### src/design/top_k_sorted_insert_table_defines.svh
// ----------------------------------------------------------------------------
// Top-K sorted insert table: assertion macros
// Shared concurrent assertion wrappers, clocked on clk_i and disabled in reset.
// ----------------------------------------------------------------------------
`ifndef TOP_K_SORTED_INSERT_TABLE_DEFINES_SVH
`define TOP_K_SORTED_INSERT_TABLE_DEFINES_SVH

`ifndef ASSERT_OFF

// Check a property at every rising clock edge outside reset
`define TKST_ASSERT(lbl, prop, msg) \
  lbl: assert property (@(posedge clk_i) disable iff (!rst_ni) prop) else $error(msg);

// Check that a condition never holds
`define TKST_ASSERT_NEVER(lbl, expr, msg) \
  `TKST_ASSERT(lbl, !(expr), msg)

`else

`define TKST_ASSERT(lbl, prop, msg)
`define TKST_ASSERT_NEVER(lbl, expr, msg)

`endif

`endif

### src/design/tkst_pkg.sv
// ----------------------------------------------------------------------------
// Top-K sorted insert table: package
// Field widths, key limits, mode codes and controller/datapath bundles.
// ----------------------------------------------------------------------------
package tkst_pkg;

  localparam int PRIMARY_W    = 20;
  localparam int SECONDARY_W  = 14;
  localparam int TAG_W        = 16;
  localparam int MODE_W       = 2;
  localparam int RANK_W       = 4;
  localparam int RESULT_CNT_W = 5;

  // Keys above these limits saturate
  localparam logic [PRIMARY_W-1:0]   PRIMARY_MAX   = 20'd1000000;
  localparam logic [SECONDARY_W-1:0] SECONDARY_MAX = 14'd10000;

  // Request modes
  localparam logic [MODE_W-1:0] MODE_INSERT = 2'd0;
  localparam logic [MODE_W-1:0] MODE_READ   = 2'd1;
  localparam logic [MODE_W-1:0] MODE_CLEAR  = 2'd2;

  // One stored entry
  typedef struct packed {
    logic [PRIMARY_W-1:0]   key;
    logic [SECONDARY_W-1:0] sec;
    logic [TAG_W-1:0]       tag;
  } entry_t;

  localparam int ENTRY_W = $bits(entry_t);

  // Controller to datapath commands
  typedef struct packed {
    logic cap;        // capture the request
    logic clear;      // empty the table
    logic rd_rank;    // read the entry at the requested rank
    logic rd_last;    // read the last entry
    logic chk;        // judge the candidate against the last entry
    logic scan_init;  // start a scan over the held entries
    logic scan;       // one scan step: compare, shift, place
    logic rd_take;    // capture read data into the result
    logic out_load;   // move the result into the output register
  } tkst_cmd_t;

  // Datapath to controller status
  typedef struct packed {
    logic [MODE_W-1:0] mode;
    logic              full;
    logic              last_beaten;
    logic              scan_done;
    logic              out_free;
  } tkst_sts_t;

endpackage

### src/design/tkst_in_if.sv
// ----------------------------------------------------------------------------
// Top-K sorted insert table: request channel
// Valid/ready channel carrying one request.
// ----------------------------------------------------------------------------
interface tkst_in_if;
  import tkst_pkg::*;

  logic                   valid;
  logic                   ready;
  logic [MODE_W-1:0]      mode;
  logic [PRIMARY_W-1:0]   primary_key;
  logic [SECONDARY_W-1:0] secondary_key;
  logic [TAG_W-1:0]       entry_tag;
  logic [RANK_W-1:0]      read_rank;

  modport source (
    output valid, mode, primary_key, secondary_key, entry_tag, read_rank,
    input  ready
  );

  modport sink (
    input  valid, mode, primary_key, secondary_key, entry_tag, read_rank,
    output ready
  );
endinterface

### src/design/tkst_out_if.sv
// ----------------------------------------------------------------------------
// Top-K sorted insert table: result channel
// Valid/ready channel carrying one result per request.
// ----------------------------------------------------------------------------
interface tkst_out_if;
  import tkst_pkg::*;

  logic                    valid;
  logic                    ready;
  logic                    accepted;
  logic [RESULT_CNT_W-1:0] placed_rank;
  logic [PRIMARY_W-1:0]    out_primary;
  logic [SECONDARY_W-1:0]  out_secondary;
  logic [TAG_W-1:0]        out_tag;
  logic                    out_valid;
  logic [RESULT_CNT_W-1:0] entry_count;

  modport source (
    output valid, accepted, placed_rank, out_primary, out_secondary, out_tag,
           out_valid, entry_count,
    input  ready
  );

  modport sink (
    input  valid, accepted, placed_rank, out_primary, out_secondary, out_tag,
           out_valid, entry_count,
    output ready
  );
endinterface

### src/design/tkst_ram.sv
// ----------------------------------------------------------------------------
// Top-K sorted insert table: generic RAM
// One write port, one read port, registered read data.
// ----------------------------------------------------------------------------
module tkst_ram #(
  parameter int WIDTH = 8,
  parameter int DEPTH = 16
) (
  input  logic                                   clk_i,
  input  logic                                   we_i,
  input  logic [(DEPTH > 1 ? $clog2(DEPTH) : 1)-1:0] waddr_i,
  input  logic [WIDTH-1:0]                       wdata_i,
  input  logic                                   re_i,
  input  logic [(DEPTH > 1 ? $clog2(DEPTH) : 1)-1:0] raddr_i,
  output logic [WIDTH-1:0]                       rdata_o
);

  logic [WIDTH-1:0] mem_q [DEPTH];
  logic [WIDTH-1:0] rdata_q;

  // Write and registered read
  always_ff @(posedge clk_i) begin
    if (we_i) begin
      mem_q[waddr_i] <= wdata_i;
    end
    if (re_i) begin
      rdata_q <= mem_q[raddr_i];
    end
  end

  assign rdata_o = rdata_q;

endmodule

### src/design/tkst_ctrl.sv
// ----------------------------------------------------------------------------
// Top-K sorted insert table: controller
// Sequences each request through check, scan, read and result hand-off.
// ----------------------------------------------------------------------------
module tkst_ctrl (
  input  logic               clk_i,
  input  logic               rst_ni,
  input  logic               in_valid_i,
  output logic               in_ready_o,
  input  tkst_pkg::tkst_sts_t sts_i,
  output tkst_pkg::tkst_cmd_t cmd_o
);
  import tkst_pkg::*;

  typedef enum logic [4:0] {
    S_IDLE = 5'b00001,
    S_CHK  = 5'b00010,
    S_SCAN = 5'b00100,
    S_RDAT = 5'b01000,
    S_DONE = 5'b10000
  } state_e;

  state_e state_q, state_d;

  // Decode the next state and the datapath commands
  always_comb begin
    state_d    = state_q;
    cmd_o      = '0;
    in_ready_o = 1'b0;
    case (state_q)
      S_IDLE: begin
        in_ready_o = 1'b1;
        if (in_valid_i) begin
          cmd_o.cap = 1'b1;
          case (sts_i.mode)
            MODE_INSERT: begin
              if (sts_i.full) begin
                cmd_o.rd_last = 1'b1;
                state_d       = S_CHK;
              end else begin
                cmd_o.scan_init = 1'b1;
                state_d         = S_SCAN;
              end
            end
            MODE_READ: begin
              cmd_o.rd_rank = 1'b1;
              state_d       = S_RDAT;
            end
            MODE_CLEAR: begin
              cmd_o.clear = 1'b1;
              state_d     = S_DONE;
            end
            default: begin
              state_d = S_DONE;
            end
          endcase
        end
      end
      S_CHK: begin
        cmd_o.chk = 1'b1;
        state_d   = sts_i.last_beaten ? S_SCAN : S_DONE;
      end
      S_SCAN: begin
        cmd_o.scan = 1'b1;
        if (sts_i.scan_done) begin
          state_d = S_DONE;
        end
      end
      S_RDAT: begin
        cmd_o.rd_take = 1'b1;
        state_d       = S_DONE;
      end
      S_DONE: begin
        if (sts_i.out_free) begin
          cmd_o.out_load = 1'b1;
          state_d        = S_IDLE;
        end
      end
      default: begin
        state_d = S_IDLE;
      end
    endcase
  end

  // Hold the state
  always_ff @(posedge clk_i or negedge rst_ni) begin
    if (!rst_ni) begin
      state_q <= S_IDLE;
    end else begin
      state_q <= state_d;
    end
  end

endmodule

### src/design/tkst_dp.sv
// ----------------------------------------------------------------------------
// Top-K sorted insert table: datapath
// Entry RAM, bottom-up compare-and-shift scan, count and result registers.
// ----------------------------------------------------------------------------
`include "top_k_sorted_insert_table_defines.svh"

module tkst_dp #(
  parameter int DEPTH = 16
) (
  input  logic                                   clk_i,
  input  logic                                   rst_ni,
  input  tkst_pkg::tkst_cmd_t                    cmd_i,
  output tkst_pkg::tkst_sts_t                    sts_o,
  input  logic [tkst_pkg::MODE_W-1:0]            mode_i,
  input  logic [tkst_pkg::PRIMARY_W-1:0]         primary_key_i,
  input  logic [tkst_pkg::SECONDARY_W-1:0]       secondary_key_i,
  input  logic [tkst_pkg::TAG_W-1:0]             entry_tag_i,
  input  logic [tkst_pkg::RANK_W-1:0]            read_rank_i,
  input  logic                                   out_ready_i,
  output logic                                   out_vld_o,
  output logic                                   accepted_o,
  output logic [tkst_pkg::RESULT_CNT_W-1:0]      placed_rank_o,
  output logic [tkst_pkg::PRIMARY_W-1:0]         out_primary_o,
  output logic [tkst_pkg::SECONDARY_W-1:0]       out_secondary_o,
  output logic [tkst_pkg::TAG_W-1:0]             out_tag_o,
  output logic                                   out_valid_o,
  output logic [tkst_pkg::RESULT_CNT_W-1:0]      entry_count_o
);
  import tkst_pkg::*;

  localparam int AW = (DEPTH > 1) ? $clog2(DEPTH) : 1;
  localparam int CW = $clog2(DEPTH + 1);

  // Captured request
  logic [PRIMARY_W-1:0]   pk_q;
  logic [SECONDARY_W-1:0] sk_q;
  logic [TAG_W-1:0]       tag_q;
  logic                   hit_q;

  // Table state and scan pointers
  logic [CW-1:0] cnt_q;
  logic [AW-1:0] ptr_q;
  logic [AW-1:0] cmp_idx_q;
  logic          pend_q;

  // Result under construction
  logic                   res_acc_q;
  logic [CW-1:0]          res_placed_q;
  logic [PRIMARY_W-1:0]   res_op_q;
  logic [SECONDARY_W-1:0] res_os_q;
  logic [TAG_W-1:0]       res_ot_q;
  logic                   res_ov_q;

  // Output register
  logic                    out_vld_q;
  logic                    out_acc_q;
  logic [RESULT_CNT_W-1:0] out_placed_q;
  logic [PRIMARY_W-1:0]    out_op_q;
  logic [SECONDARY_W-1:0]  out_os_q;
  logic [TAG_W-1:0]        out_ot_q;
  logic                    out_ov_q;
  logic [RESULT_CNT_W-1:0] out_cnt_q;

  // RAM ports
  logic          ram_we;
  logic          ram_re;
  logic [AW-1:0] ram_waddr;
  logic [AW-1:0] ram_raddr;
  entry_t        ram_wdata;
  entry_t        rd_ent;

  logic [PRIMARY_W-1:0]   pk_sat;
  logic [SECONDARY_W-1:0] sk_sat;
  logic                   full;
  logic                   beats;
  logic                   last_beaten;
  logic                   scan_done;
  logic [AW-1:0]          pos_w;
  logic                   rank_hit;

  // Saturate incoming keys
  assign pk_sat = (primary_key_i > PRIMARY_MAX) ? PRIMARY_MAX : primary_key_i;
  assign sk_sat = (secondary_key_i > SECONDARY_MAX) ? SECONDARY_MAX : secondary_key_i;

  assign full     = (cnt_q == CW'(DEPTH));
  assign rank_hit = ({{CW{1'b0}}, read_rank_i} < {{RANK_W{1'b0}}, cnt_q});

  // Candidate ranks above the entry just read
  assign beats = (rd_ent.key < pk_q) || ((rd_ent.key == pk_q) && (rd_ent.sec < sk_q));
  assign last_beaten = (pk_q > rd_ent.key);

  // Scan ends at the first entry the candidate does not beat, or past the top
  assign scan_done = pend_q ? !beats : (ptr_q == '0);
  assign pos_w     = pend_q ? (cmp_idx_q + AW'(1)) : '0;

  assign sts_o.mode        = mode_i;
  assign sts_o.full        = full;
  assign sts_o.last_beaten = last_beaten;
  assign sts_o.scan_done   = scan_done;
  assign sts_o.out_free    = !out_vld_q || out_ready_i;

  // Drive the RAM: rank read, last-entry read, or one scan step
  always_comb begin
    ram_re    = 1'b0;
    ram_raddr = ptr_q - AW'(1);
    ram_we    = 1'b0;
    ram_waddr = cmp_idx_q + AW'(1);
    ram_wdata = rd_ent;
    if (cmd_i.rd_rank) begin
      ram_re    = 1'b1;
      ram_raddr = AW'(read_rank_i);
    end
    if (cmd_i.rd_last) begin
      ram_re    = 1'b1;
      ram_raddr = AW'(DEPTH - 1);
    end
    if (cmd_i.scan) begin
      if (scan_done) begin
        ram_we    = 1'b1;
        ram_waddr = pos_w;
        ram_wdata = '{key: pk_q, sec: sk_q, tag: tag_q};
      end else begin
        ram_we = pend_q;
        ram_re = (ptr_q != '0);
      end
    end
  end

  tkst_ram #(
    .WIDTH (ENTRY_W),
    .DEPTH (DEPTH)
  ) u_ram (
    .clk_i   (clk_i),
    .we_i    (ram_we),
    .waddr_i (ram_waddr),
    .wdata_i (ram_wdata),
    .re_i    (ram_re),
    .raddr_i (ram_raddr),
    .rdata_o (rd_ent)
  );

  // Control state: count, scan pending flag, output valid
  always_ff @(posedge clk_i or negedge rst_ni) begin
    if (!rst_ni) begin
      cnt_q     <= '0;
      pend_q    <= 1'b0;
      out_vld_q <= 1'b0;
    end else begin
      if (cmd_i.clear) begin
        cnt_q <= '0;
      end
      if (cmd_i.scan_init || cmd_i.chk) begin
        pend_q <= 1'b0;
      end
      if (cmd_i.scan) begin
        if (scan_done) begin
          pend_q <= 1'b0;
          if (!full) begin
            cnt_q <= cnt_q + CW'(1);
          end
        end else begin
          pend_q <= (ptr_q != '0);
        end
      end
      if (cmd_i.out_load) begin
        out_vld_q <= 1'b1;
      end else if (out_ready_i) begin
        out_vld_q <= 1'b0;
      end
    end
  end

  // Payload: request capture, scan pointers, result and output registers
  always_ff @(posedge clk_i) begin
    if (cmd_i.cap) begin
      pk_q         <= pk_sat;
      sk_q         <= sk_sat;
      tag_q        <= entry_tag_i;
      hit_q        <= rank_hit;
      res_acc_q    <= 1'b0;
      res_placed_q <= CW'(DEPTH);
      res_op_q     <= '0;
      res_os_q     <= '0;
      res_ot_q     <= '0;
      res_ov_q     <= 1'b0;
    end
    if (cmd_i.scan_init) begin
      ptr_q <= cnt_q[AW-1:0];
    end
    if (cmd_i.chk) begin
      ptr_q <= AW'(DEPTH - 1);
    end
    if (cmd_i.scan) begin
      if (scan_done) begin
        res_acc_q    <= 1'b1;
        res_placed_q <= CW'(pos_w);
      end else if (ptr_q != '0) begin
        ptr_q     <= ptr_q - AW'(1);
        cmp_idx_q <= ptr_q - AW'(1);
      end
    end
    if (cmd_i.rd_take && hit_q) begin
      res_op_q <= rd_ent.key;
      res_os_q <= rd_ent.sec;
      res_ot_q <= rd_ent.tag;
      res_ov_q <= 1'b1;
    end
    if (cmd_i.out_load) begin
      out_acc_q    <= res_acc_q;
      out_placed_q <= RESULT_CNT_W'(res_placed_q);
      out_op_q     <= res_op_q;
      out_os_q     <= res_os_q;
      out_ot_q     <= res_ot_q;
      out_ov_q     <= res_ov_q;
      out_cnt_q    <= RESULT_CNT_W'(cnt_q);
    end
  end

  assign out_vld_o       = out_vld_q;
  assign accepted_o      = out_acc_q;
  assign placed_rank_o   = out_placed_q;
  assign out_primary_o   = out_op_q;
  assign out_secondary_o = out_os_q;
  assign out_tag_o       = out_ot_q;
  assign out_valid_o     = out_ov_q;
  assign entry_count_o   = out_cnt_q;

  // Checks
  `TKST_ASSERT(a_cnt_bound, cnt_q <= CW'(DEPTH), "entry count above depth")
  `TKST_ASSERT(a_grow_on_place, (cmd_i.scan && scan_done && !full) |=> (cnt_q == $past(cnt_q) + CW'(1)), "count did not grow on placement")
  `TKST_ASSERT(a_load_when_free, cmd_i.out_load |-> (!out_vld_q || out_ready_i), "result overwrote a pending result")
  `TKST_ASSERT(a_take_after_read, cmd_i.rd_take |-> $past(cmd_i.rd_rank), "read data taken without a rank read")
  `TKST_ASSERT_NEVER(a_shift_range, pend_q && (cmp_idx_q >= AW'(DEPTH - 1)), "shift source at last slot")

endmodule

### src/design/top_k_sorted_insert_table.sv
// The insert scan reads one entry per cycle from the entry RAM, bottom up,
// shifting each beaten entry down one slot as it goes.
// The block handles one request at a time; the next is taken in the cycle after the result loads.
// Reset empties the table at once; the RAM needs no clearing pass.
// ----------------------------------------------------------------------------
// Top-K sorted insert table
// Keeps up to DEPTH entries sorted by score then coin count, with a tag.
// ----------------------------------------------------------------------------
module top_k_sorted_insert_table #(
  parameter int DEPTH = 16
) (
  input  logic       clk_i,
  input  logic       rst_ni,
  tkst_in_if.sink    in_i,
  tkst_out_if.source out_o
);
  import tkst_pkg::*;

  tkst_cmd_t cmd;
  tkst_sts_t sts;

  tkst_ctrl u_ctrl (
    .clk_i      (clk_i),
    .rst_ni     (rst_ni),
    .in_valid_i (in_i.valid),
    .in_ready_o (in_i.ready),
    .sts_i      (sts),
    .cmd_o      (cmd)
  );

  tkst_dp #(
    .DEPTH (DEPTH)
  ) u_dp (
    .clk_i           (clk_i),
    .rst_ni          (rst_ni),
    .cmd_i           (cmd),
    .sts_o           (sts),
    .mode_i          (in_i.mode),
    .primary_key_i   (in_i.primary_key),
    .secondary_key_i (in_i.secondary_key),
    .entry_tag_i     (in_i.entry_tag),
    .read_rank_i     (in_i.read_rank),
    .out_ready_i     (out_o.ready),
    .out_vld_o       (out_o.valid),
    .accepted_o      (out_o.accepted),
    .placed_rank_o   (out_o.placed_rank),
    .out_primary_o   (out_o.out_primary),
    .out_secondary_o (out_o.out_secondary),
    .out_tag_o       (out_o.out_tag),
    .out_valid_o     (out_o.out_valid),
    .entry_count_o   (out_o.entry_count)
  );

endmodule

### src/flat_wrapper.sv
// flat-port wrapper written by rule: the top's interface ports become plain ports
module top_k_sorted_insert_table_flat import tkst_pkg::*;
#(
  parameter int DEPTH = 16
)
  (clk_i, rst_ni, in_i_valid, in_i_mode, in_i_primary_key, in_i_secondary_key, in_i_entry_tag, in_i_read_rank, in_i_ready, out_o_valid, out_o_accepted, out_o_placed_rank, out_o_out_primary, out_o_out_secondary, out_o_out_tag, out_o_out_valid, out_o_entry_count, out_o_ready);
  tkst_in_if in_i_i ();
  tkst_out_if out_o_i ();
  input  logic clk_i;
  input  logic rst_ni;
  input wire logic [$bits(in_i_i.valid)-1:0] in_i_valid;
  input wire logic [$bits(in_i_i.mode)-1:0] in_i_mode;
  input wire logic [$bits(in_i_i.primary_key)-1:0] in_i_primary_key;
  input wire logic [$bits(in_i_i.secondary_key)-1:0] in_i_secondary_key;
  input wire logic [$bits(in_i_i.entry_tag)-1:0] in_i_entry_tag;
  input wire logic [$bits(in_i_i.read_rank)-1:0] in_i_read_rank;
  output wire logic [$bits(in_i_i.ready)-1:0] in_i_ready;
  output wire logic [$bits(out_o_i.valid)-1:0] out_o_valid;
  output wire logic [$bits(out_o_i.accepted)-1:0] out_o_accepted;
  output wire logic [$bits(out_o_i.placed_rank)-1:0] out_o_placed_rank;
  output wire logic [$bits(out_o_i.out_primary)-1:0] out_o_out_primary;
  output wire logic [$bits(out_o_i.out_secondary)-1:0] out_o_out_secondary;
  output wire logic [$bits(out_o_i.out_tag)-1:0] out_o_out_tag;
  output wire logic [$bits(out_o_i.out_valid)-1:0] out_o_out_valid;
  output wire logic [$bits(out_o_i.entry_count)-1:0] out_o_entry_count;
  input wire logic [$bits(out_o_i.ready)-1:0] out_o_ready;
  assign in_i_i.valid = in_i_valid;
  assign in_i_i.mode = in_i_mode;
  assign in_i_i.primary_key = in_i_primary_key;
  assign in_i_i.secondary_key = in_i_secondary_key;
  assign in_i_i.entry_tag = in_i_entry_tag;
  assign in_i_i.read_rank = in_i_read_rank;
  assign in_i_ready = in_i_i.ready;
  assign out_o_valid = out_o_i.valid;
  assign out_o_accepted = out_o_i.accepted;
  assign out_o_placed_rank = out_o_i.placed_rank;
  assign out_o_out_primary = out_o_i.out_primary;
  assign out_o_out_secondary = out_o_i.out_secondary;
  assign out_o_out_tag = out_o_i.out_tag;
  assign out_o_out_valid = out_o_i.out_valid;
  assign out_o_entry_count = out_o_i.entry_count;
  assign out_o_i.ready = out_o_ready;
  top_k_sorted_insert_table #(.DEPTH(DEPTH)) u_core (.clk_i(clk_i), .rst_ni(rst_ni), .in_i(in_i_i), .out_o(out_o_i));
endmodule
### config.mk
export PLATFORM = sky130hd
export DESIGN_NAME = top_k_sorted_insert_table_flat
export DESIGN_NICKNAME = d
export VERILOG_FILES = /design/src/design/tkst_pkg.sv /design/src/design/tkst_in_if.sv /design/src/design/tkst_out_if.sv /design/src/design/tkst_ram.sv /design/src/design/tkst_ctrl.sv /design/src/design/tkst_dp.sv /design/src/design/top_k_sorted_insert_table.sv /design/src/flat_wrapper.sv
export VERILOG_INCLUDE_DIRS = /design/src /design/src/design
export SDC_FILE = /design/constraint.sdc
export NUM_CORES = 1
export LEC_CHECK = 0
export BUFFER_PORTS_ARGS = -buffer_cell sky130_fd_sc_hd__buf_2
export CORE_UTILIZATION = 25
export CTS_BUF_LIST = sky130_fd_sc_hd__clkbuf_8
export DETAILED_ROUTE_END_ITERATION = 7
export PLACE_DENSITY = 0.48
export SYNTH_ARGS = -nofsm -noshare
export SYNTH_HDL_FRONTEND = slang
export SYNTH_SLANG_ARGS = --single-unit
### constraint.sdc
create_clock -name clk_i -period 7.5 [get_ports clk_i]
set_clock_uncertainty 0.05 [all_clocks]
set_input_delay 0.375 -clock clk_i [delete_from_list [all_inputs] [get_ports clk_i]]
set_output_delay 0.375 -clock clk_i [all_outputs]
set_load 0.01 [all_outputs]
==> results of run 1 <==
## final cells by class
type | instances | area [µm²] | share of cell area, %
clock inverter | 131 | 898 | 1.86
inverter | 47 | 178 | 0.369
tap | 2175 | 2720 | 5.65
antenna | 3 | 7.51 | 0.0156
sequential | 1040 | 31100 | 64.4
multi-input combinational | 1552 | 9280 | 19.2
clock buffer | 175 | 2410 | 5.00
timing repair buffer | 231 | 1650 | 3.42
## registers in the layout, indices dropped and copies added, names as in the netlist, 14 cells and up
signal and cells:
u_core.u_dp.out_tag_o 16, u_core.u_dp.u_ram.mem_q 800, u_core.u_dp.out_primary_o 20, u_core.u_dp.pk_q 20, u_core.u_dp.res_op_q 20, u_core.u_dp.out_secondary_o 14, u_core.u_dp.res_ot_q 16, u_core.u_dp.res_os_q 14
u_core.u_dp.u_ram.rdata_o 50, u_core.u_dp.sk_q 14, u_core.u_dp.tag_q 16
## critical path, cell delays in order (launching register included)
cell       delay, ns
edfxtp_1        0.38
inv_1           0.06
ha_1            0.37
nand4_1         0.16
and4bb_1        0.37
a21boi_0        0.41
a211o_1         0.35
a2bb2oi_1       0.19
nor2_1          0.70
or3_4           0.60
buf_4           0.66
## kinds of logic after synthesis
logic type                 Yosys count  synth area share (%)
buffers and inverters              214                  2.14
and+or+nand+nor                    878                  9.33
adders and majority gates           40                  1.22
muxes                              156                  3.97
AOI/OAI and AO/OA                  472                  7.48
xor gates and xnor gates             6                 0.128
DFF                               1040                  75.7
## path summary, 6_finish.rpt
| kind | from | end | slack (ns) | cells past startpoint |
|---|---|---|---|---|
| setup / recovery | u_core.u_dp.u_ram.rdata_o[48] | u_core.u_dp.u_ram.rdata_o[44] | 2.77 | 10 |
| hold / removal | in_i_read_rank[3] | u_core.u_dp.hit_q | 0.16 | 4 |
| setup reg to reg | u_core.u_dp.u_ram.rdata_o[48] | u_core.u_dp.u_ram.rdata_o[44] | 2.77 | 10 |
| hold reg to reg | u_core.u_dp.res_op_q[13] | u_core.u_dp.out_primary_o[13] | 0.33 | 0 |
| max in group asynchronous | rst_ni | u_core.u_ctrl.state_q[3] | 5.85 | 4 |
| min in group asynchronous | rst_ni | u_core.u_ctrl.state_q[0] | 0.52 | 3 |
## power groups by stage
stage,clock (mW),combinational [mW],sequential (mW)
global route,5.30,6.71,7.55
CTS,5.07,6.17,7.52
global placement,0,6.10,7.64
detailed placement,0,6.13,7.64
floorplan,0,4.09,7.56
finish,4.92,6.11,7.52
## per-layer routing
metal / part of all wire, % / track usage, % / vias up
li1: - / - / 11100
met1: 45 / 18.8 / 12300
met2: 48 / 22.9 / 662
met3: 4.8 / 2.47 / 169
met4: 2.1 / 4.29 / 0
met5: 0 / 0 / -
## cell usage in the layout, fill, tap and decap left out, types with 6 or more instances in the layout
master	synthesis	layout
edfxtp_1	1017	1017
nand2_1	585	585
a21oi_1	219	217
clkbuf_8	0	175
buf_2	44	123
nand3_1	112	112
mux2i_1	104	104
inv_1	47	93
and2_1	76	76
dlygate4sd3_1	0	59
a221oi_1	52	52
a32oi_1	51	51
mux2_2	51	51
a31oi_1	50	50
a22oi_1	50	50
clkinv_1	0	45
buf_4	4	43
ha_1	40	40
nor2_1	38	25
clkinv_2	0	14
o21ai_0	14	14
nor2_4	0	13
bufinv_16	0	12
nand2b_1	11	11
dfrtp_1	11	11
dfxtp_1	11	11
nor3_1	12	8
nand4_1	7	7
clkinvlp_4	0	6
buf_12	0	6
==> impl_results.md, run 1 <==
* Via count at 24200
* Pre-Repair DR Iteration Count at 5
* Largest net degree at the start of global routing at 190
* Clk Latency, worst-skew pair at 0.88 ns
* H-tree Lvls at 4
* Sw frac at 36.9%
* CTS tree: built
* Final Hold Fails at 0
* Worst hold slack at 0.163 ns
* Drt drc at 0
* Pre-CTS setup slack at 2.80 ns
* NumNets Final at 3141
* Leakage at 16.5 nW
* Post-CTS resize count at 0
* CP Data Required Time at 7.92 ns
* Max Cap Viol at 0
* F_max at 212 MHz
* Clock slew at reported path FFs at 0.06 ns
* GR Overflow Total at 0
* Startpoint Class: flip-flop
* Post-DRT Antenna Nets at 0
* Distinct cells, synth at 69
* Final cell count without fillers at 5354
* Placed cells at 4986
* Syn nets at 2906
* Gate power share at 32.9%
* Post-route cell area at 48200 µm²
* Setup CP Type: flip-flop to flip-flop
* Pwr Total at 18.5 mW
* Postcts setup bufs at 0
* Internal power at 11.7 mW
* Dpl hpwl at 58.7 mm
* RD Place Congestion at 0.753
* Num ports at 124
* Mapped Area at 41000 µm²
* Max VDD drop at 0.355 mV
* Critical path data arrival time at 5.15 ns
* Max Buffers Root-to-Sink at 3
* Final worst setup slack at 2.77 ns
* Setup crit end kind: flip-flop
* Initial antenna violation count at 7
* Clock share of power at 26.5%
* Vias in the first global route at 23800
* Sequential Power Share at 40.5%
* Core Rows at 148
* Core Box Area at 163000 µm²
* IO buf count at 123
* RSZ-0062 raised after global routing: false
* Cell area power density at 385 nW/µm²
* 1st-iter DRT viols at 2196
* Post-synth EDFFs at 1017
* Area leader, netlist: edfxtp_1
* Max Slew Vio Count at 0
* Status: finished clean
* Syn. warnings at 0
* Commonest register cell after synthesis: edfxtp_1
* Slew HR at 24.4%
* Total GRT Usage at 14.0%
* Drt wl/cell at 21.9 µm
* First-pass GRT wire length at 167 mm
* Async SR Flop Fraction at 1.15%
* Routed WL at 117 mm
* Commonest cells post-synth: 1017 x edfxtp_1, 585 x nand2_1, 219 x a21oi_1
* Minimum clock period at 4.73 ns
* Layout Utilization at 29.6%
* Sw power at 6.85 mW
* DIE WIDTH at 407 µm
* Gate Count Post-Synth at 2806
* Setup TNS at 0 ns
* Post-CTS Hold Buffers at 59
* Clk root buf: clkbuf_8
* FILL cells at 16300
* Worst-Margin Slew at 1.13 ns
* Sequential-to-total area share from yosys stat at 75.7%
* Syn-to-layout area delta at 17.5%
* Final Setup Violations at 0
* Yosys reg bits at 1040
* Top fanout value on the critical path at 32
* Clock Sinks at 1040
* Starting Density at 25.2%
* Die area at 166000 µm²
* Post-place instance area at 44300 µm²
* Period utilisation layout at 63.0%
* Synth top area cells: edfxtp_1 74%, nand2_1 5.4%, a21oi_1 2.7%, mux2i_1 2.5%, mux2_2 1.4%
* Hold WC Path Type: input pin to flip-flop
* Layout cells sized above 1 at 15.0%
* Via density at 4.52
* Chip Height at 407 µm
* Yosys top cell area share at 74.5%
* Avg Inst Size Synth at 14.6 µm²
* Inserted Clock Buffers at 169
* Most common cell in the netlist: edfxtp_1
(Power assumes the default switching activity.)
==> inputs of run 2 (changes only) <==
- clock period: 7.5 -> 4.95 ns (I/O delays scaled with it)
==> impl_results.md, run 2 (same netlist as run 1, synthesis figures left out) <==
* Period utilisation layout at 87.5%
* Max Slew Vio Count at 0
* Most frequent cells in the layout: 1017 x edfxtp_1, 585 x nand2_1, 217 x a21oi_1, 170 x clkbuf_8, 123 x buf_2
* Leakage at 16.7 nW
* Post-DRT Antenna Nets at 0
* Worst path depth at 8
* Syn-to-layout area delta at 18.4%
* Core Box Area at 163000 µm²
* Max Buffers Root-to-Sink at 3
* Hold WC Path Type: input pin to flip-flop
* FF-to-FF path depth at 8
* Drt drc at 0
* Startpoint Class: flip-flop
* Initial antenna violation count at 11
* WHS Path Cells at 2
* Worst hold slack at 0.0846 ns
* Clock Sinks at 1040
* RSZ-0062 raised after global routing: false
* Multi-input logic area at 9310 µm²
* GR Overflow Total at 0
* Minimum clock period at 4.33 ns
* Setup TNS at 0 ns
* Chip Height at 407 µm
* First-pass GRT wire length at 163 mm
* Setup CP Type: flip-flop to flip-flop
* Crit path buf inv count at 0
* Clk root buf: clkbuf_8
* FILL cells at 16200
* Layout Utilization at 29.8%
* Vias in the first global route at 24000
* Routed WL at 113 mm
* Placed cells at 5009
* Final Hold Fails at 0
* Die area at 166000 µm²
* Post-CTS resize count at 0
* Max stage delay on crit path at 0.98 ns
* Final cell count without fillers at 5391
* Clk Latency, worst-skew pair at 0.88 ns
* Status: finished clean
* Critical path data arrival time at 4.76 ns
* Largest net degree at the start of global routing at 99
* Clock slew at reported path FFs at 0.06 ns
* Via count at 24200
* Sequential cell area at 31100 µm²
* Total GRT Usage at 13.5%
* Max VDD drop at 0.523 mV
* RD Place Congestion at 0.762
* Post-CTS Hold Buffers at 81
* Core Rows at 148
* CP delay by family, top: simple AND/OR/NAND/NOR gates
* F_max at 231 MHz
* Inserted Clock Buffers at 169
* Cell Chain, Critical Path: ha_1, nand4_1, and4bb_1, nand4_1, a21bo_2, a2bb2oi_1, nor2_1, or3_4
* Starting Density at 25.2%
* Worst-Margin Slew at 1.14 ns
* Final Setup Violations at 0
* CP Data Required Time at 5.38 ns
* Postcts setup bufs at 0
* Most used cell, CP: nand4_1
* CTS tree: built
* Slew HR at 23.9%
* Via density at 4.48
* Layout cells sized above 1 at 15.2%
* Slowest CP cell: or3_4
* 1st-iter DRT viols at 1865
* Max reg flops at 800
* Cell area power density at 572 nW/µm²
* Pre-Repair DR Iteration Count at 5
* Most common cell after layout, fill and taps aside: edfxtp_1
* NumNets Final at 3186
* DIE WIDTH at 407 µm
* Top fanout value on the critical path at 50
* Max Cap Viol at 0
* Largest register by flop count: u_core.u_dp.u_ram.mem_q
* Setup crit end kind: flip-flop
* IO buf count at 123
* Dpl hpwl at 58.8 mm
* Drt wl/cell at 20.9 µm
* Num ports at 124
* H-tree Lvls at 4
[run 2: worst paths after layout]
| path | from | end | slack, ns |
|---|---|---|---|
| setup / recovery | u_core.u_dp.pk_q[15] | u_core.u_dp.u_ram.rdata_o[43] | 0.62 |
| hold / removal | in_i_entry_tag[5] | u_core.u_dp.tag_q[5] | 0.08 |
| setup reg to reg | u_core.u_dp.pk_q[15] | u_core.u_dp.u_ram.rdata_o[43] | 0.62 |
| hold reg to reg | u_core.u_dp.res_os_q[6] | u_core.u_dp.out_secondary_o[6] | 0.37 |
| max in group asynchronous | rst_ni | u_core.u_dp.cnt_q[3] | 3.85 |
| min in group asynchronous | rst_ni | u_core.u_dp.pend_q | 0.51 |
[run 2: routing by layer]
metal | wire length (µm) | share of wire, % | vias up | track usage (%)
met5 | 83 | 0.074 | - | 0
met3 | 5850 | 5.2 | 192 | 2.78
met4 | 2570 | 2.3 | 10 | 4.36
met2 | 53200 | 47 | 659 | 21.8
met1 | 51000 | 45 | 12100 | 18.0
li1 | - | - | 11200 | -
[run 2: where the power goes]
| part | switching [mW] | internal, mW | leakage [nW] |
|---|---|---|---|
| Combinational | 6.64 | 2.93 | 5.51 |
| Clock | 3.48 | 3.36 | 1.72 |
| Sequential | 0.278 | 11.1 | 9.46 |
[run 2: through the flow]
step	total power [mW]	setup WS (ns)	cell area [µm²]
final	27.8	0.620	48600
after global routing	29.4	0.488	48600
after CTS	28.2	0.606	48600
after detailed placement	21.2	0.638	44800
after global placement	21.2	0.651	44800
after floorplan	17.7	0.523	41000
[run 2: final cells by class]
cell class	count	share of cell area (%)
timing repair buffer	276	4.75
clock buffer	170	4.82
multi-input combinational	1552	19.2
tap	2175	5.60
inverter	47	0.366
sequential	1040	64.0
antenna	4	0.0206
clock inverter	127	1.34
